**config.mk**
```make
export PLATFORM = sky130hd
export DESIGN_NAME = sha256_stream_hasher
export DESIGN_NICKNAME = d
export VERILOG_FILES = /design/src/design/sha_pkg.sv /design/src/design/sha_wbuf.sv /design/src/design/sha_chain.sv /design/src/design/sha_round.sv /design/src/design/sha256_stream_hasher.sv
export SDC_FILE = /design/constraint.sdc
export NUM_CORES = 2
export LEC_CHECK = 0
export BUFFER_PORTS_ARGS = -buffer_cell sky130_fd_sc_hd__clkbuf_2
export CAP_MARGIN = 10
export CORE_MARGIN = 5
export CORE_UTILIZATION = 30
export DETAILED_ROUTE_END_ITERATION = 10
export GPL_TIMING_DRIVEN = 0
export PLACE_DENSITY = 0.47
export SYNTH_ARGS = -nofsm -noshare
export SYNTH_HDL_FRONTEND = slang
export SYNTH_HIERARCHICAL = 1
export SYNTH_SLANG_ARGS = --single-unit
```
**constraint.sdc**
```tcl
create_clock -name clk -period 19.45 [get_ports clk]
set_input_delay 3.89 -clock clk [delete_from_list [all_inputs] [get_ports clk]]
set_output_delay 3.89 -clock clk [all_outputs]
set_load 0.01 [all_outputs]
```
**src/design/sha_pkg.sv**
```systemverilog
// sha_pkg: shared types, constants and functions of the SHA-256 stream hasher
// round constants, initial hash values and the sigma functions
// no dependencies
`default_nettype none

package sha_pkg;

    localparam int WORDS_PER_BLOCK = 16;
    localparam int CHAIN_WORDS     = 8;
    localparam int ROUNDS          = 64;

    localparam logic [7:0] PAD_MARK   = 8'h80;
    localparam logic [5:0] LEN_OFFSET = 6'd56;
    localparam logic [5:0] LAST_FILL  = 6'd63;

    // control from the sequencer to the round datapath
    typedef struct packed {
        logic       shift_in;
        logic       do_round;
        logic [5:0] rnd;
    } sha_rctl_t;

    function automatic logic [31:0] sha_k(input logic [5:0] idx);
        logic [31:0] k;
        case (idx)
            6'd0:  k = 32'h428a2f98;  6'd1:  k = 32'h71374491;
            6'd2:  k = 32'hb5c0fbcf;  6'd3:  k = 32'he9b5dba5;
            6'd4:  k = 32'h3956c25b;  6'd5:  k = 32'h59f111f1;
            6'd6:  k = 32'h923f82a4;  6'd7:  k = 32'hab1c5ed5;
            6'd8:  k = 32'hd807aa98;  6'd9:  k = 32'h12835b01;
            6'd10: k = 32'h243185be;  6'd11: k = 32'h550c7dc3;
            6'd12: k = 32'h72be5d74;  6'd13: k = 32'h80deb1fe;
            6'd14: k = 32'h9bdc06a7;  6'd15: k = 32'hc19bf174;
            6'd16: k = 32'he49b69c1;  6'd17: k = 32'hefbe4786;
            6'd18: k = 32'h0fc19dc6;  6'd19: k = 32'h240ca1cc;
            6'd20: k = 32'h2de92c6f;  6'd21: k = 32'h4a7484aa;
            6'd22: k = 32'h5cb0a9dc;  6'd23: k = 32'h76f988da;
            6'd24: k = 32'h983e5152;  6'd25: k = 32'ha831c66d;
            6'd26: k = 32'hb00327c8;  6'd27: k = 32'hbf597fc7;
            6'd28: k = 32'hc6e00bf3;  6'd29: k = 32'hd5a79147;
            6'd30: k = 32'h06ca6351;  6'd31: k = 32'h14292967;
            6'd32: k = 32'h27b70a85;  6'd33: k = 32'h2e1b2138;
            6'd34: k = 32'h4d2c6dfc;  6'd35: k = 32'h53380d13;
            6'd36: k = 32'h650a7354;  6'd37: k = 32'h766a0abb;
            6'd38: k = 32'h81c2c92e;  6'd39: k = 32'h92722c85;
            6'd40: k = 32'ha2bfe8a1;  6'd41: k = 32'ha81a664b;
            6'd42: k = 32'hc24b8b70;  6'd43: k = 32'hc76c51a3;
            6'd44: k = 32'hd192e819;  6'd45: k = 32'hd6990624;
            6'd46: k = 32'hf40e3585;  6'd47: k = 32'h106aa070;
            6'd48: k = 32'h19a4c116;  6'd49: k = 32'h1e376c08;
            6'd50: k = 32'h2748774c;  6'd51: k = 32'h34b0bcb5;
            6'd52: k = 32'h391c0cb3;  6'd53: k = 32'h4ed8aa4a;
            6'd54: k = 32'h5b9cca4f;  6'd55: k = 32'h682e6ff3;
            6'd56: k = 32'h748f82ee;  6'd57: k = 32'h78a5636f;
            6'd58: k = 32'h84c87814;  6'd59: k = 32'h8cc70208;
            6'd60: k = 32'h90befffa;  6'd61: k = 32'ha4506ceb;
            6'd62: k = 32'hbef9a3f7;  6'd63: k = 32'hc67178f2;
            default: k = 32'h0;
        endcase
        return k;
    endfunction

    function automatic logic [31:0] sha_iv(input logic [2:0] idx);
        logic [31:0] v;
        case (idx)
            3'd0: v = 32'h6a09e667;
            3'd1: v = 32'hbb67ae85;
            3'd2: v = 32'h3c6ef372;
            3'd3: v = 32'ha54ff53a;
            3'd4: v = 32'h510e527f;
            3'd5: v = 32'h9b05688c;
            3'd6: v = 32'h1f83d9ab;
            3'd7: v = 32'h5be0cd19;
            default: v = 32'h0;
        endcase
        return v;
    endfunction

    function automatic logic [31:0] rotr(input logic [31:0] v, input int n);
        logic [63:0] d;
        d = {v, v} >> n;
        return d[31:0];
    endfunction

    function automatic logic [31:0] big_sig0(input logic [31:0] x);
        return rotr(x, 2) ^ rotr(x, 13) ^ rotr(x, 22);
    endfunction

    function automatic logic [31:0] big_sig1(input logic [31:0] x);
        return rotr(x, 6) ^ rotr(x, 11) ^ rotr(x, 25);
    endfunction

    function automatic logic [31:0] sml_sig0(input logic [31:0] x);
        return rotr(x, 7) ^ rotr(x, 18) ^ (x >> 3);
    endfunction

    function automatic logic [31:0] sml_sig1(input logic [31:0] x);
        return rotr(x, 17) ^ rotr(x, 19) ^ (x >> 10);
    endfunction

endpackage

`default_nettype wire

```
**src/design/sha_wbuf.sv**
```systemverilog
// sha_wbuf: block buffer, 16 x 32-bit memory with a byte packer in front
// bytes enter big-endian; registered read port for the message schedule
// depends on sha_pkg
`default_nettype none

module sha_wbuf
    import sha_pkg::*;
(
    input  wire logic        clk,
    input  wire logic        wr_en,
    input  wire logic [7:0]  wr_byte,
    input  wire logic [5:0]  fill,
    input  wire logic        rd_en,
    input  wire logic [3:0]  rd_addr,
    output logic [31:0]      rd_word
);

    logic [31:0] mem [WORDS_PER_BLOCK];
    logic [23:0] pack_reg;
    logic [31:0] rdata_reg;

    // fourth byte of a word completes it
    always_ff @(posedge clk)
    begin
        if (wr_en)
        begin
            pack_reg <= {pack_reg[15:0], wr_byte};
            if (fill[1:0] == 2'd3)
            begin
                mem[fill[5:2]] <= {pack_reg, wr_byte};
            end
        end
        if (rd_en)
        begin
            rdata_reg <= mem[rd_addr];
        end
    end

    assign rd_word = rdata_reg;

endmodule

`default_nettype wire

```
**src/design/sha_chain.sv**
```systemverilog
// sha_chain: chaining state memory, 8 x 32 bits, registered read
// per-entry valid bits make unwritten entries read as the initial hash
// depends on sha_pkg
`default_nettype none

module sha_chain
    import sha_pkg::*;
(
    input  wire logic        clk,
    input  wire logic        rst_n,
    input  wire logic        rd_en,
    input  wire logic [2:0]  rd_addr,
    output logic [31:0]      rd_data,
    input  wire logic        wr_en,
    input  wire logic [2:0]  wr_addr,
    input  wire logic [31:0] wr_data,
    input  wire logic        clr
);

    logic [31:0]            mem [CHAIN_WORDS];
    logic [CHAIN_WORDS-1:0] valid_reg;
    logic [31:0]            rdata_reg;
    logic                   rvld_reg;
    logic [2:0]             raddr_reg;

    always_ff @(posedge clk or negedge rst_n)
    begin
        if (!rst_n)
        begin
            valid_reg <= '0;
        end
        else if (clr)
        begin
            valid_reg <= '0;
        end
        else if (wr_en)
        begin
            valid_reg[wr_addr] <= 1'b1;
        end
    end

    always_ff @(posedge clk)
    begin
        if (wr_en)
        begin
            mem[wr_addr] <= wr_data;
        end
        if (rd_en)
        begin
            rdata_reg <= mem[rd_addr];
            rvld_reg  <= valid_reg[rd_addr];
            raddr_reg <= rd_addr;
        end
    end

    assign rd_data = rvld_reg ? rdata_reg : sha_iv(raddr_reg);

endmodule

`default_nettype wire

```
**src/design/sha_round.sv**
```systemverilog
// sha_round: working variables a..h, message schedule shift line, one round per cycle
// working variables load by shifting in at h and unload by shifting out at a
// depends on sha_pkg
`default_nettype none

module sha_round
    import sha_pkg::*;
(
    input  wire logic        clk,
    input  wire sha_rctl_t   ctl,
    input  wire logic [31:0] din,
    input  wire logic [31:0] buf_word,
    output logic [31:0]      wk0
);

    logic [31:0] wk_reg [CHAIN_WORDS];
    logic [31:0] w_reg  [WORDS_PER_BLOCK];
    logic [31:0] sched;
    logic [31:0] wt;
    logic [31:0] t1;
    logic [31:0] t2;
    logic [31:0] ch;
    logic [31:0] maj;

    // w_reg[0] is w[t-16], w_reg[15] is w[t-1]
    assign sched = w_reg[0] + sml_sig0(w_reg[1]) + w_reg[9] + sml_sig1(w_reg[14]);
    assign wt    = (ctl.rnd[5:4] == 2'd0) ? buf_word : sched;

    assign ch  = (wk_reg[4] & wk_reg[5]) ^ (~wk_reg[4] & wk_reg[6]);
    assign maj = (wk_reg[0] & wk_reg[1]) ^ (wk_reg[0] & wk_reg[2]) ^ (wk_reg[1] & wk_reg[2]);
    assign t1  = wk_reg[7] + big_sig1(wk_reg[4]) + ch + sha_k(ctl.rnd) + wt;
    assign t2  = big_sig0(wk_reg[0]) + maj;

    always_ff @(posedge clk)
    begin
        if (ctl.shift_in)
        begin
            for (int i = 0; i < CHAIN_WORDS - 1; i++)
            begin
                wk_reg[i] <= wk_reg[i+1];
            end
            wk_reg[CHAIN_WORDS-1] <= din;
        end
        else if (ctl.do_round)
        begin
            wk_reg[7] <= wk_reg[6];
            wk_reg[6] <= wk_reg[5];
            wk_reg[5] <= wk_reg[4];
            wk_reg[4] <= wk_reg[3] + t1;
            wk_reg[3] <= wk_reg[2];
            wk_reg[2] <= wk_reg[1];
            wk_reg[1] <= wk_reg[0];
            wk_reg[0] <= t1 + t2;
        end
        if (ctl.do_round)
        begin
            for (int i = 0; i < WORDS_PER_BLOCK - 1; i++)
            begin
                w_reg[i] <= w_reg[i+1];
            end
            w_reg[WORDS_PER_BLOCK-1] <= wt;
        end
    end

    assign wk0 = wk_reg[0];

endmodule

`default_nettype wire

```
**src/design/sha256_stream_hasher.sv**
```systemverilog
// sha256_stream_hasher: top level, sequencer, padding, bit counter, digest output register
// instantiates sha_wbuf, sha_chain and sha_round
// depends on sha_pkg
`default_nettype none

// channel   direction  handshake          payload
// input     in         in_valid/in_stall  data_byte, byte_present, end_of_message
// output    out        out_valid/out_stall digest_word, word_index, last_word
//
// in_stall rises only once a block fills or end_of_message arrives, and holds
// through compression, padding and digest output
// a block stalls the input to load a..h from chain memory, run 64 rounds (one
// per cycle, one shared round unit) and fold back into chain memory
// padding writes one byte per cycle except while a filled block is compressed; each
// digest word waits only on out_stall; reset clears control and the chain valid marks
module sha256_stream_hasher
    import sha_pkg::*;
(
    input  wire logic        clk,
    input  wire logic        rst_n,
    input  wire logic        in_valid,
    output logic             in_stall,
    input  wire logic [7:0]  data_byte,
    input  wire logic        byte_present,
    input  wire logic        end_of_message,
    output logic             out_valid,
    input  wire logic        out_stall,
    output logic [31:0]      digest_word,
    output logic [2:0]       word_index,
    output logic             last_word
);

    typedef enum logic [2:0] {
        S_IDLE,
        S_PAD,
        S_LOAD,
        S_ROUND,
        S_FOLD,
        S_ORD,
        S_OWR
    } state_t;

    state_t      state_reg, state_next;
    state_t      ret_reg, ret_next;
    logic [5:0]  fill_reg, fill_next;
    logic [63:0] bits_reg, bits_next;
    logic [3:0]  cnt_reg, cnt_next;
    logic [5:0]  rnd_reg, rnd_next;
    logic        first_reg, first_next;
    logic        lenst_reg, lenst_next;
    logic [2:0]  lidx_reg, lidx_next;
    logic [2:0]  widx_reg, widx_next;
    logic        outv_reg, outv_next;
    logic [31:0] oword_reg, oword_next;
    logic [2:0]  oidx_reg, oidx_next;
    logic        olast_reg, olast_next;

    logic        accept;
    logic        put_en;
    logic [7:0]  put_byte;
    logic        lenph;
    logic        full;
    logic        out_free;
    logic        ch_rd_en;
    logic [2:0]  ch_rd_addr;
    logic [31:0] ch_rd_data;
    logic        ch_wr_en;
    logic        ch_clr;
    logic        buf_rd_en;
    logic [3:0]  buf_rd_addr;
    logic [31:0] buf_word;
    logic [31:0] wk0;
    sha_rctl_t   rctl;

    assign accept   = in_valid && (state_reg == S_IDLE);
    assign out_free = !outv_reg || !out_stall;

    // padding: marker byte once, zeros to byte 56, then the length msb first
    assign lenph = !first_reg && (lenst_reg || (fill_reg == LEN_OFFSET));

    always_comb
    begin
        put_en   = 1'b0;
        put_byte = data_byte;
        case (state_reg)
            S_IDLE:
            begin
                put_en = accept && byte_present;
            end
            S_PAD:
            begin
                put_en = 1'b1;
                if (first_reg)
                begin
                    put_byte = PAD_MARK;
                end
                else if (lenph)
                begin
                    put_byte = bits_reg[{~lidx_reg, 3'b000} +: 8];
                end
                else
                begin
                    put_byte = 8'h00;
                end
            end
            default:
            begin
                put_en = 1'b0;
            end
        endcase
    end

    assign full = put_en && (fill_reg == LAST_FILL);

    // chain memory and buffer access per state
    always_comb
    begin
        ch_rd_en    = 1'b0;
        ch_rd_addr  = cnt_reg[2:0];
        ch_wr_en    = 1'b0;
        buf_rd_en   = 1'b0;
        buf_rd_addr = rnd_reg[3:0] + 4'd1;
        rctl        = '{shift_in: 1'b0, do_round: 1'b0, rnd: rnd_reg};
        case (state_reg)
            S_LOAD:
            begin
                ch_rd_en      = !cnt_reg[3];
                rctl.shift_in = (cnt_reg != 4'd0);
                buf_rd_en     = cnt_reg[3];
                buf_rd_addr   = 4'd0;
            end
            S_ROUND:
            begin
                rctl.do_round = 1'b1;
                buf_rd_en     = (rnd_reg[5:4] == 2'd0);
            end
            S_FOLD:
            begin
                ch_rd_en      = !cnt_reg[3];
                ch_wr_en      = (cnt_reg != 4'd0);
                rctl.shift_in = (cnt_reg != 4'd0);
            end
            S_ORD:
            begin
                ch_rd_en   = 1'b1;
                ch_rd_addr = widx_reg;
            end
            default:
            begin
                ch_rd_en = 1'b0;
            end
        endcase
    end

    always_comb
    begin
        state_next = state_reg;
        ret_next   = ret_reg;
        fill_next  = put_en ? fill_reg + 6'd1 : fill_reg;
        bits_next  = bits_reg;
        cnt_next   = cnt_reg;
        rnd_next   = rnd_reg;
        first_next = first_reg;
        lenst_next = lenst_reg;
        lidx_next  = lidx_reg;
        widx_next  = widx_reg;
        outv_next  = outv_reg && out_stall;
        oword_next = oword_reg;
        oidx_next  = oidx_reg;
        olast_next = olast_reg;
        ch_clr     = 1'b0;
        case (state_reg)
            S_IDLE:
            begin
                if (accept)
                begin
                    if (byte_present)
                    begin
                        bits_next = bits_reg + 64'd8;
                    end
                    if (end_of_message)
                    begin
                        first_next = 1'b1;
                        lenst_next = 1'b0;
                        lidx_next  = 3'd0;
                    end
                    if (full)
                    begin
                        state_next = S_LOAD;
                        cnt_next   = 4'd0;
                        ret_next   = end_of_message ? S_PAD : S_IDLE;
                    end
                    else if (end_of_message)
                    begin
                        state_next = S_PAD;
                    end
                end
            end
            S_PAD:
            begin
                first_next = 1'b0;
                if (lenph)
                begin
                    lenst_next = 1'b1;
                    lidx_next  = lidx_reg + 3'd1;
                end
                if (full)
                begin
                    state_next = S_LOAD;
                    cnt_next   = 4'd0;
                    ret_next   = (lenph && (lidx_reg == 3'd7)) ? S_ORD : S_PAD;
                    widx_next  = 3'd0;
                end
            end
            S_LOAD:
            begin
                cnt_next = cnt_reg + 4'd1;
                if (cnt_reg[3])
                begin
                    state_next = S_ROUND;
                    rnd_next   = 6'd0;
                end
            end
            S_ROUND:
            begin
                rnd_next = rnd_reg + 6'd1;
                if (rnd_reg == 6'(ROUNDS - 1))
                begin
                    state_next = S_FOLD;
                    cnt_next   = 4'd0;
                end
            end
            S_FOLD:
            begin
                cnt_next = cnt_reg + 4'd1;
                if (cnt_reg[3])
                begin
                    state_next = ret_reg;
                end
            end
            S_ORD:
            begin
                state_next = S_OWR;
            end
            S_OWR:
            begin
                if (out_free)
                begin
                    outv_next  = 1'b1;
                    oword_next = ch_rd_data;
                    oidx_next  = widx_reg;
                    olast_next = (widx_reg == 3'd7);
                    widx_next  = widx_reg + 3'd1;
                    if (widx_reg == 3'd7)
                    begin
                        // back to initial hash for the next message
                        ch_clr     = 1'b1;
                        bits_next  = 64'd0;
                        state_next = S_IDLE;
                    end
                    else
                    begin
                        state_next = S_ORD;
                    end
                end
            end
            default:
            begin
                state_next = S_IDLE;
            end
        endcase
    end

    always_ff @(posedge clk or negedge rst_n)
    begin
        if (!rst_n)
        begin
            state_reg <= S_IDLE;
            ret_reg   <= S_IDLE;
            fill_reg  <= 6'd0;
            bits_reg  <= 64'd0;
            cnt_reg   <= 4'd0;
            rnd_reg   <= 6'd0;
            first_reg <= 1'b0;
            lenst_reg <= 1'b0;
            lidx_reg  <= 3'd0;
            widx_reg  <= 3'd0;
            outv_reg  <= 1'b0;
            oword_reg <= 32'd0;
            oidx_reg  <= 3'd0;
            olast_reg <= 1'b0;
        end
        else
        begin
            state_reg <= state_next;
            ret_reg   <= ret_next;
            fill_reg  <= fill_next;
            bits_reg  <= bits_next;
            cnt_reg   <= cnt_next;
            rnd_reg   <= rnd_next;
            first_reg <= first_next;
            lenst_reg <= lenst_next;
            lidx_reg  <= lidx_next;
            widx_reg  <= widx_next;
            outv_reg  <= outv_next;
            oword_reg <= oword_next;
            oidx_reg  <= oidx_next;
            olast_reg <= olast_next;
        end
    end

    sha_wbuf u_wbuf (
        .clk     (clk),
        .wr_en   (put_en),
        .wr_byte (put_byte),
        .fill    (fill_reg),
        .rd_en   (buf_rd_en),
        .rd_addr (buf_rd_addr),
        .rd_word (buf_word)
    );

    sha_chain u_chain (
        .clk     (clk),
        .rst_n   (rst_n),
        .rd_en   (ch_rd_en),
        .rd_addr (ch_rd_addr),
        .rd_data (ch_rd_data),
        .wr_en   (ch_wr_en),
        .wr_addr (3'(cnt_reg - 4'd1)),
        .wr_data (ch_rd_data + wk0),
        .clr     (ch_clr)
    );

    sha_round u_round (
        .clk      (clk),
        .ctl      (rctl),
        .din      (ch_rd_data),
        .buf_word (buf_word),
        .wk0      (wk0)
    );

    assign in_stall    = (state_reg != S_IDLE);
    assign out_valid   = outv_reg;
    assign digest_word = oword_reg;
    assign word_index  = oidx_reg;
    assign last_word   = olast_reg;

    // last flag marks exactly the eighth word
    a_last_idx: assert property (@(posedge clk) disable iff (!rst_n)
        out_valid |-> (last_word == (word_index == 3'd7)))
        else $error("last_word does not match word_index");

    // the digest is read only after padding has closed the final block
    a_out_fill: assert property (@(posedge clk) disable iff (!rst_n)
        (state_reg == S_ORD) |-> (fill_reg == 6'd0))
        else $error("digest read with a partly filled block");

    // the last round hands over to the fold
    a_rnd_end: assert property (@(posedge clk) disable iff (!rst_n)
        (state_reg == S_ROUND && rnd_reg == 6'd63) |=> (state_reg == S_FOLD))
        else $error("round sequence overran");

    // a block fills only while no compression is under way
    a_put_state: assert property (@(posedge clk) disable iff (!rst_n)
        put_en |-> (state_reg == S_IDLE || state_reg == S_PAD))
        else $error("byte written during compression");

endmodule

`default_nettype wire
```
== Word level (Yosys, flattened, before mapping) ==
Memory sizes are Yosys's and may differ from the RTL's. A register that Yosys moved wholly into a read port is not among the register bits.
Cells that the tools add are included.

* Flip-flop bits (word level): 167
* Latch bits: 0
* RAM bits: 1536
* ROM bits: 2296
* Bits of input ports: 14
* Output and inout bits: 38
* Word-level logic and storage cells: 216
* Memories kept: 6

{| class="wikitable"
|+ Memories
! name !! depth !! width !! read ports !! clocked after Yosys merged registers in !! write ports !! line !! source
|-
| (name not given) || 64 || 32 || 1 || 0 || 0 || sha_pkg.sv:25 || <nowiki>case (idx)</nowiki>
|-
| u_round.w_reg || 16 || 32 || 16 || 0 || 16 || sha_round.sv:17 || <nowiki>logic [31:0] w_reg [WORDS_PER_BLOCK];</nowiki>
|-
| u_wbuf.mem || 16 || 32 || 1 || 1 || 1 || sha_wbuf.sv:18 || <nowiki>logic [31:0] mem [WORDS_PER_BLOCK];</nowiki>
|-
| u_chain.mem || 8 || 32 || 1 || 1 || 1 || sha_chain.sv:20 || <nowiki>logic [31:0] mem [CHAIN_WORDS];</nowiki>
|-
| u_round.wk_reg || 8 || 32 || 8 || 0 || 8 || sha_round.sv:16 || <nowiki>logic [31:0] wk_reg [CHAIN_WORDS];</nowiki>
|-
| (name not given) || 8 || 31 || 1 || 1 || 0 || sha_pkg.sv:65 || <nowiki>case (idx)</nowiki>
|}

* $add $sub $neg: 19
* Multipliers: 0
* Div/mod/pow operators: 0
* Magnitude comparators: 3
* Equal/unequal tests: 24
* Shift operators: 1
* Muxes and demuxes: 85
* Bitwise logic cells: 27
* Reduce and logical (&&, ||, !) cells: 33

{| class="wikitable"
|+ Operator list
! kind !! number
|-
| $add 32x32->32 || 11
|-
| $mux 32 || 10
|-
| $xor 32x32->32 || 9
|-
| $mux 64 || 4
|-
| $and 32x32->32 || 5
|-
| $pmux 64 s2 || 1
|-
| $add 64x4->64 const B || 1
|-
| $shiftx 64x7->8 || 1
|-
| $mux 3 || 20
|-
| $mux 8 || 5
|-
| $not 32->32 || 1
|-
| $xor 32x22->32 || 1
|-
| $xor 32x29->32 || 1
|-
| $mux 1 || 27
|-
| $ne 2x2->1 const B || 11
|-
| $pmux 3 s7 || 1
|-
| $eq 6x6->1 const B || 3
|-
| $pmux 3 s2 || 3
|-
| $mux 4 || 4
|-
| $pmux 4 s4 || 1
|-
| $eq 3x3->1 const B || 5
|-
| $add 6x1->6 const B || 2
|-
| $pmux 6 s2 || 1
|-
| $pmux 1 s2 || 5
|-
| 29 further kinds || 59
|}

== Longest topological paths before layout ==
An unclocked memory read counts as a cell.

* Depth after elaboration: 10
* Depth in mapped cells: 45
* Mapped depth without buffers: 45

== Cells and area by module ==
The synthesis kept the hierarchy.

{| class="wikitable"
|+ Modules (own cells, without submodules)
! module !! times used !! cells an instance !! area an instance (µm²) !! sequential area each (µm²)
|-
| sha_round || 1 || 3814 || 43344.1 || 23062.1
|-
| sha_wbuf || 1 || 863 || 20883.8 || 17056.4
|-
| sha_chain || 1 || 569 || 12719.7 || 9569.2
|-
| sha256_stream_hasher || 1 || 884 || 8393.0 || 3178.0
|}

== Worst setup path before layout ==
Ideal clock, no wire load.

* Kind: register -> register
* From: register state_reg[1]
* To: memory u_round.wk_reg[0][0] (enable)
* Arrival time: 14.729 ns
* Data required time: 18.939 ns
* Slack: 4.209 ns
* Stages on the path, launching flop included: 5
* Path buffers: 1
* Period minus slack after synthesis: 15.241 ns
* Path through: dfrtp_1 buf_1 nand3_1 inv_1 or2_2

{| class="wikitable"
|+ RTL lines
! element !! line !! source
|-
| start, declared || sha256_stream_hasher.sv:43 || <nowiki>state_t state_reg, state_next;</nowiki>
|-
| start signal, assigned || sha256_stream_hasher.sv:295 || <nowiki>state_reg <= state_next;</nowiki>
|-
| end, declared || sha_round.sv:16 ||
|}

==> results.txt <==
- The tightest min-delay check is of the reg -> reg type.
- Fraction of registers with async set or reset after synthesis: 7.53%
* Register bit count reported by yosys: 1793
- Critical path type: reg -> reg
- For this run, the post-layout net count is 6835.
- Detailed Routing Iterations Pass 1: 6
- Length in cells of the worst reg-to-reg path: 44
* Endpoint kind of the worst setup timing path: register
- STA puts the critical path data required time at 20.10 ns.
* Leading post-synthesis cells by cell area: sky130_fd_sc_hd__edfxtp_1, sky130_fd_sc_hd__mux4_2, sky130_fd_sc_hd__fa_1, sky130_fd_sc_hd__dfrtp_1, sky130_fd_sc_hd__nand2_1
- Number of maximum-capacitance constraint violations: 0
- Number of antenna violations at the first check in global routing: 13
- Post-synthesis net count: 6524
- R2R Path End: u_round/wk_reg[0][31]$_DFFE_PP_
- For this run, design rule violations remaining after detail routing come to 0.
- Clock sink count: 1793
* Worst flop-to-flop path startpoint: u_round/w_reg[1][4]$_DFFE_PP_
* Distinct cell type count of the synthesized netlist: approximately 110
- After clock tree synthesis, the flow added hold-fix buffers numbering 0.
* Shortest clock period the worst path allows after layout: 12.26 ns
* Initial Util: 30.2%
- Data arrival, critical path: ~13 ns
- The number of hold violations in the final report is 0.
* Synth Warn #: 6
- CP endpoint: u_round/wk_reg[0][31]$_DFFE_PP_
- Clock root buffer: sky130_fd_sc_hd__clkbuf_16
* Cell area after synthesis: approximately 85000 um^2
- Maximum buffer depth of the clock tree: 3
- Synthesis produced 6130 cells.
- Summed area of non-filler cells in the final layout: 98100 um^2
- Across the routed clock network, the largest skew measured is just under 0.05 ns.
* Area of the die: around 300000 um^2
* Area share of the largest cell type after synthesis: 57.3%
- TritonCTS buffer count: slightly below 200
- STA classifies the critical path startpoint as a register.
- The synthesized design contains between 1.5k and 2k enable-type register cells.
- Entering global routing, the biggest net connects 142 pins.
- Num rows: 195
* Final weighted congestion in routability-driven placement: 0.883
- Headroom to the max-slew limit: 14.4%
- Primary FF master, synth: sky130_fd_sc_hd__edfxtp_1
- Most frequent cell after synthesis: sky130_fd_sc_hd__edfxtp_1
* Congestion Overflow GR: 0
- Post CTS Setup Buffer Count: 0
- Launching instance or port of the critical path: u_round/w_reg[1][4]$_DFFE_PP_
- Horizontal die dimension: ~540 um
- Post-DRT Antenna Nets: 0
- Largest area contributor in the synthesized netlist: sky130_fd_sc_hd__edfxtp_1
- Across all layers, the routed design uses 51.3k vias.
* Total wirelength of the detailed-routed design: 262000 um
- Dividing the detail-routed via count by the number of cells gives ~5.
* CTS tree: built
- Register-to-register setup slack: 7.19 ns
- In the global route stage, overall resource usage came out at between 10% and 20%.
* Post-synth top cells: sky130_fd_sc_hd__edfxtp_1, sky130_fd_sc_hd__nand2_1, sky130_fd_sc_hd__inv_1, sky130_fd_sc_hd__xnor2_1, sky130_fd_sc_hd__o21ai_0
- Register area share after synthesis: 61.9%
- Port buffering added 51 buffers.
- After clock tree synthesis, the clock-pin slew on the worst setup and hold paths is about 0.060 ns.
- Measured along the y axis, the die boundary spans 543 um.
* Worst-skew pair later-pin latency: 0.86 ns
* Area added between synthesis and finish: 15.0%
- CTS built an H-tree with a depth of 4.
- Achievable Freq: just over 0.08 GHz
- In the finished design, the share of the clock period the worst path needs comes to 63.0%.
- Highest-delay cell along the critical path: sky130_fd_sc_hd__o21ai_0
- Once detailed placement completed, the half-perimeter wirelength came to 191000 um.
- Each instance of the synthesized netlist takes up on average 13.9 um^2.
* Transition at the pin with the smallest max-transition slack: 1.27 ns
- Setup violations remaining at the end of the flow were counted as 0.
- The number of global-route vias before repair was 51.4k.
- Cells resized by post-CTS repair: 0
- Setup repair after global routing missed its margin: no
- The first global-routing pass estimated 374000 um of wire.
* Share of cells above drive strength 1: 13.6%
- The run finished with clean final reports.
* Iteration-0 DRC Markers: 4761
* Area of the core: 283000 um^2
- In this run the worst path has a maximum fanout of 5.
* Cell area reported after detailed placement: between 90000 and 100000 um^2
* Mean routed wirelength per cell: about 25 um
* Crit path largest cell delay: 0.73 ns
- The final max-slew violation count came to 0.
- Number of ports placed on the die boundary: 52
per-stage QoR:
| step | util (%) | setup TNS, ns | worst slack (ns) | hold slack [ns] | instances |
|---|---|---|---|---|---|
| final | 34.7 | 0 | 7.19 | 0.409 | 10400 |
| after CTS | 34.7 | 0 | 7.16 | 0.412 | 10300 |
| after detailed placement | 32.4 | 0 | 7.25 | 0.405 | 9984 |
| after global placement | 31.9 | -482.48 | -1.89 | 0.400 | 9924 |
| after floorplan | - | 0 | 4.21 | 0.400 | 6130 |
| after global routing | 34.7 | 0 | 6.71 | 0.405 | 10400 |
layer usage:
layer	vias up	global-route usage (%)	wire length, um
li1	22900	-	-
met1	26700	24.5	119000
met2	1362	28.0	122000
met3	354	2.87	13700
met4	2	4.97	7440
met5	-	0	13
worst min-delay path by stage:
stage                                    start                               to  slack [ns]  cells past startpoint
2_1_floorplan   u_round/w_reg[11][0]$_DFFE_PP_   u_round/w_reg[10][0]$_DFFE_PP_        0.40                      0
3_3_place_gp    u_round/w_reg[12][8]$_DFFE_PP_   u_round/w_reg[11][8]$_DFFE_PP_        0.40                      0
3_5_place_dp   u_round/w_reg[11][13]$_DFFE_PP_  u_round/w_reg[10][13]$_DFFE_PP_        0.40                      0
4_1_cts        u_round/w_reg[13][12]$_DFFE_PP_  u_round/w_reg[12][12]$_DFFE_PP_        0.41                      0
5_1_grt        u_round/w_reg[10][21]$_DFFE_PP_   u_round/w_reg[9][21]$_DFFE_PP_        0.40                      0
6_report         u_round/w_reg[5][4]$_DFFE_PP_    u_round/w_reg[4][4]$_DFFE_PP_        0.41                      0
layout by cell type (no fill, tap or decap), types with 29 or more instances in the layout:
cell / instances
sky130_fd_sc_hd__fa_1: 189
sky130_fd_sc_hd__a211oi_1: 40
sky130_fd_sc_hd__clkbuf_16: 200
sky130_fd_sc_hd__mux4_2: 208
sky130_fd_sc_hd__nand2_1: 879
sky130_fd_sc_hd__ha_1: 191
sky130_fd_sc_hd__clkinv_2: 31
sky130_fd_sc_hd__clkbuf_1: 264
sky130_fd_sc_hd__xor2_1: 171
sky130_fd_sc_hd__a21oi_1: 218
sky130_fd_sc_hd__o21ai_0: 246
sky130_fd_sc_hd__and3_1: 37
sky130_fd_sc_hd__mux2_4: 29
sky130_fd_sc_hd__dfrtp_1: 135
sky130_fd_sc_hd__clkbuf_2: 51
sky130_fd_sc_hd__nor2_1: 222
sky130_fd_sc_hd__nand3_1: 76
sky130_fd_sc_hd__dfxtp_1: 30
sky130_fd_sc_hd__inv_1: 381
sky130_fd_sc_hd__clkinv_1: 44
sky130_fd_sc_hd__a22oi_1: 64
sky130_fd_sc_hd__nor3_1: 49
sky130_fd_sc_hd__mux2i_1: 41
sky130_fd_sc_hd__nand2b_1: 32
sky130_fd_sc_hd__nor2b_1: 30
sky130_fd_sc_hd__a21o_1: 100
sky130_fd_sc_hd__buf_4: 52
sky130_fd_sc_hd__xnor2_1: 279
sky130_fd_sc_hd__a31oi_1: 33
sky130_fd_sc_hd__mux2_2: 109
sky130_fd_sc_hd__buf_1: 32
sky130_fd_sc_hd__edfxtp_1: 1628
cell type report:
type	instances	area [um^2]
Antenna cell	9	22.5
Sequential cell	1793	52900
Timing Repair Buffer	112	1290
Multi-Input combinational cell	3619	29700
Inverter	391	1480
Clock inverter	119	1380
Clock buffer	246	5240
Buffer	327	1500
Tap cell	3743	4680
Fill cell	27400	185000
critical path, delay by kind of cell, from the launching register on:
| kind | cells | cell delay, ns |
|---|---|---|
| AND/OR/NAND/NOR | 6 | 0.86 |
| AO/OA/AOI/OAI | 17 | 4.50 |
| XOR/XNOR | 4 | 1.33 |
| buffers and inverters | 7 | 0.53 |
| flip-flops | 1 | 0.56 |
| adder cells (fa/ha/maj) | 10 | 4.21 |
cell families after synthesis:
kind of cell	Yosys count	synth area share [%]
and+or+nand+nor	1464	7.53
buffers and inverters	718	3.47
xor gates and xnor gates	451	4.64
adders and majority gates	384	7.28
DFF	1793	61.9
AOI/OAI and AO/OA	923	6.92
muxes	397	8.20
Power is left out: the tool's default activity adds up to more than one toggle a clock period on the data nets, which glitch-free logic cannot reach.
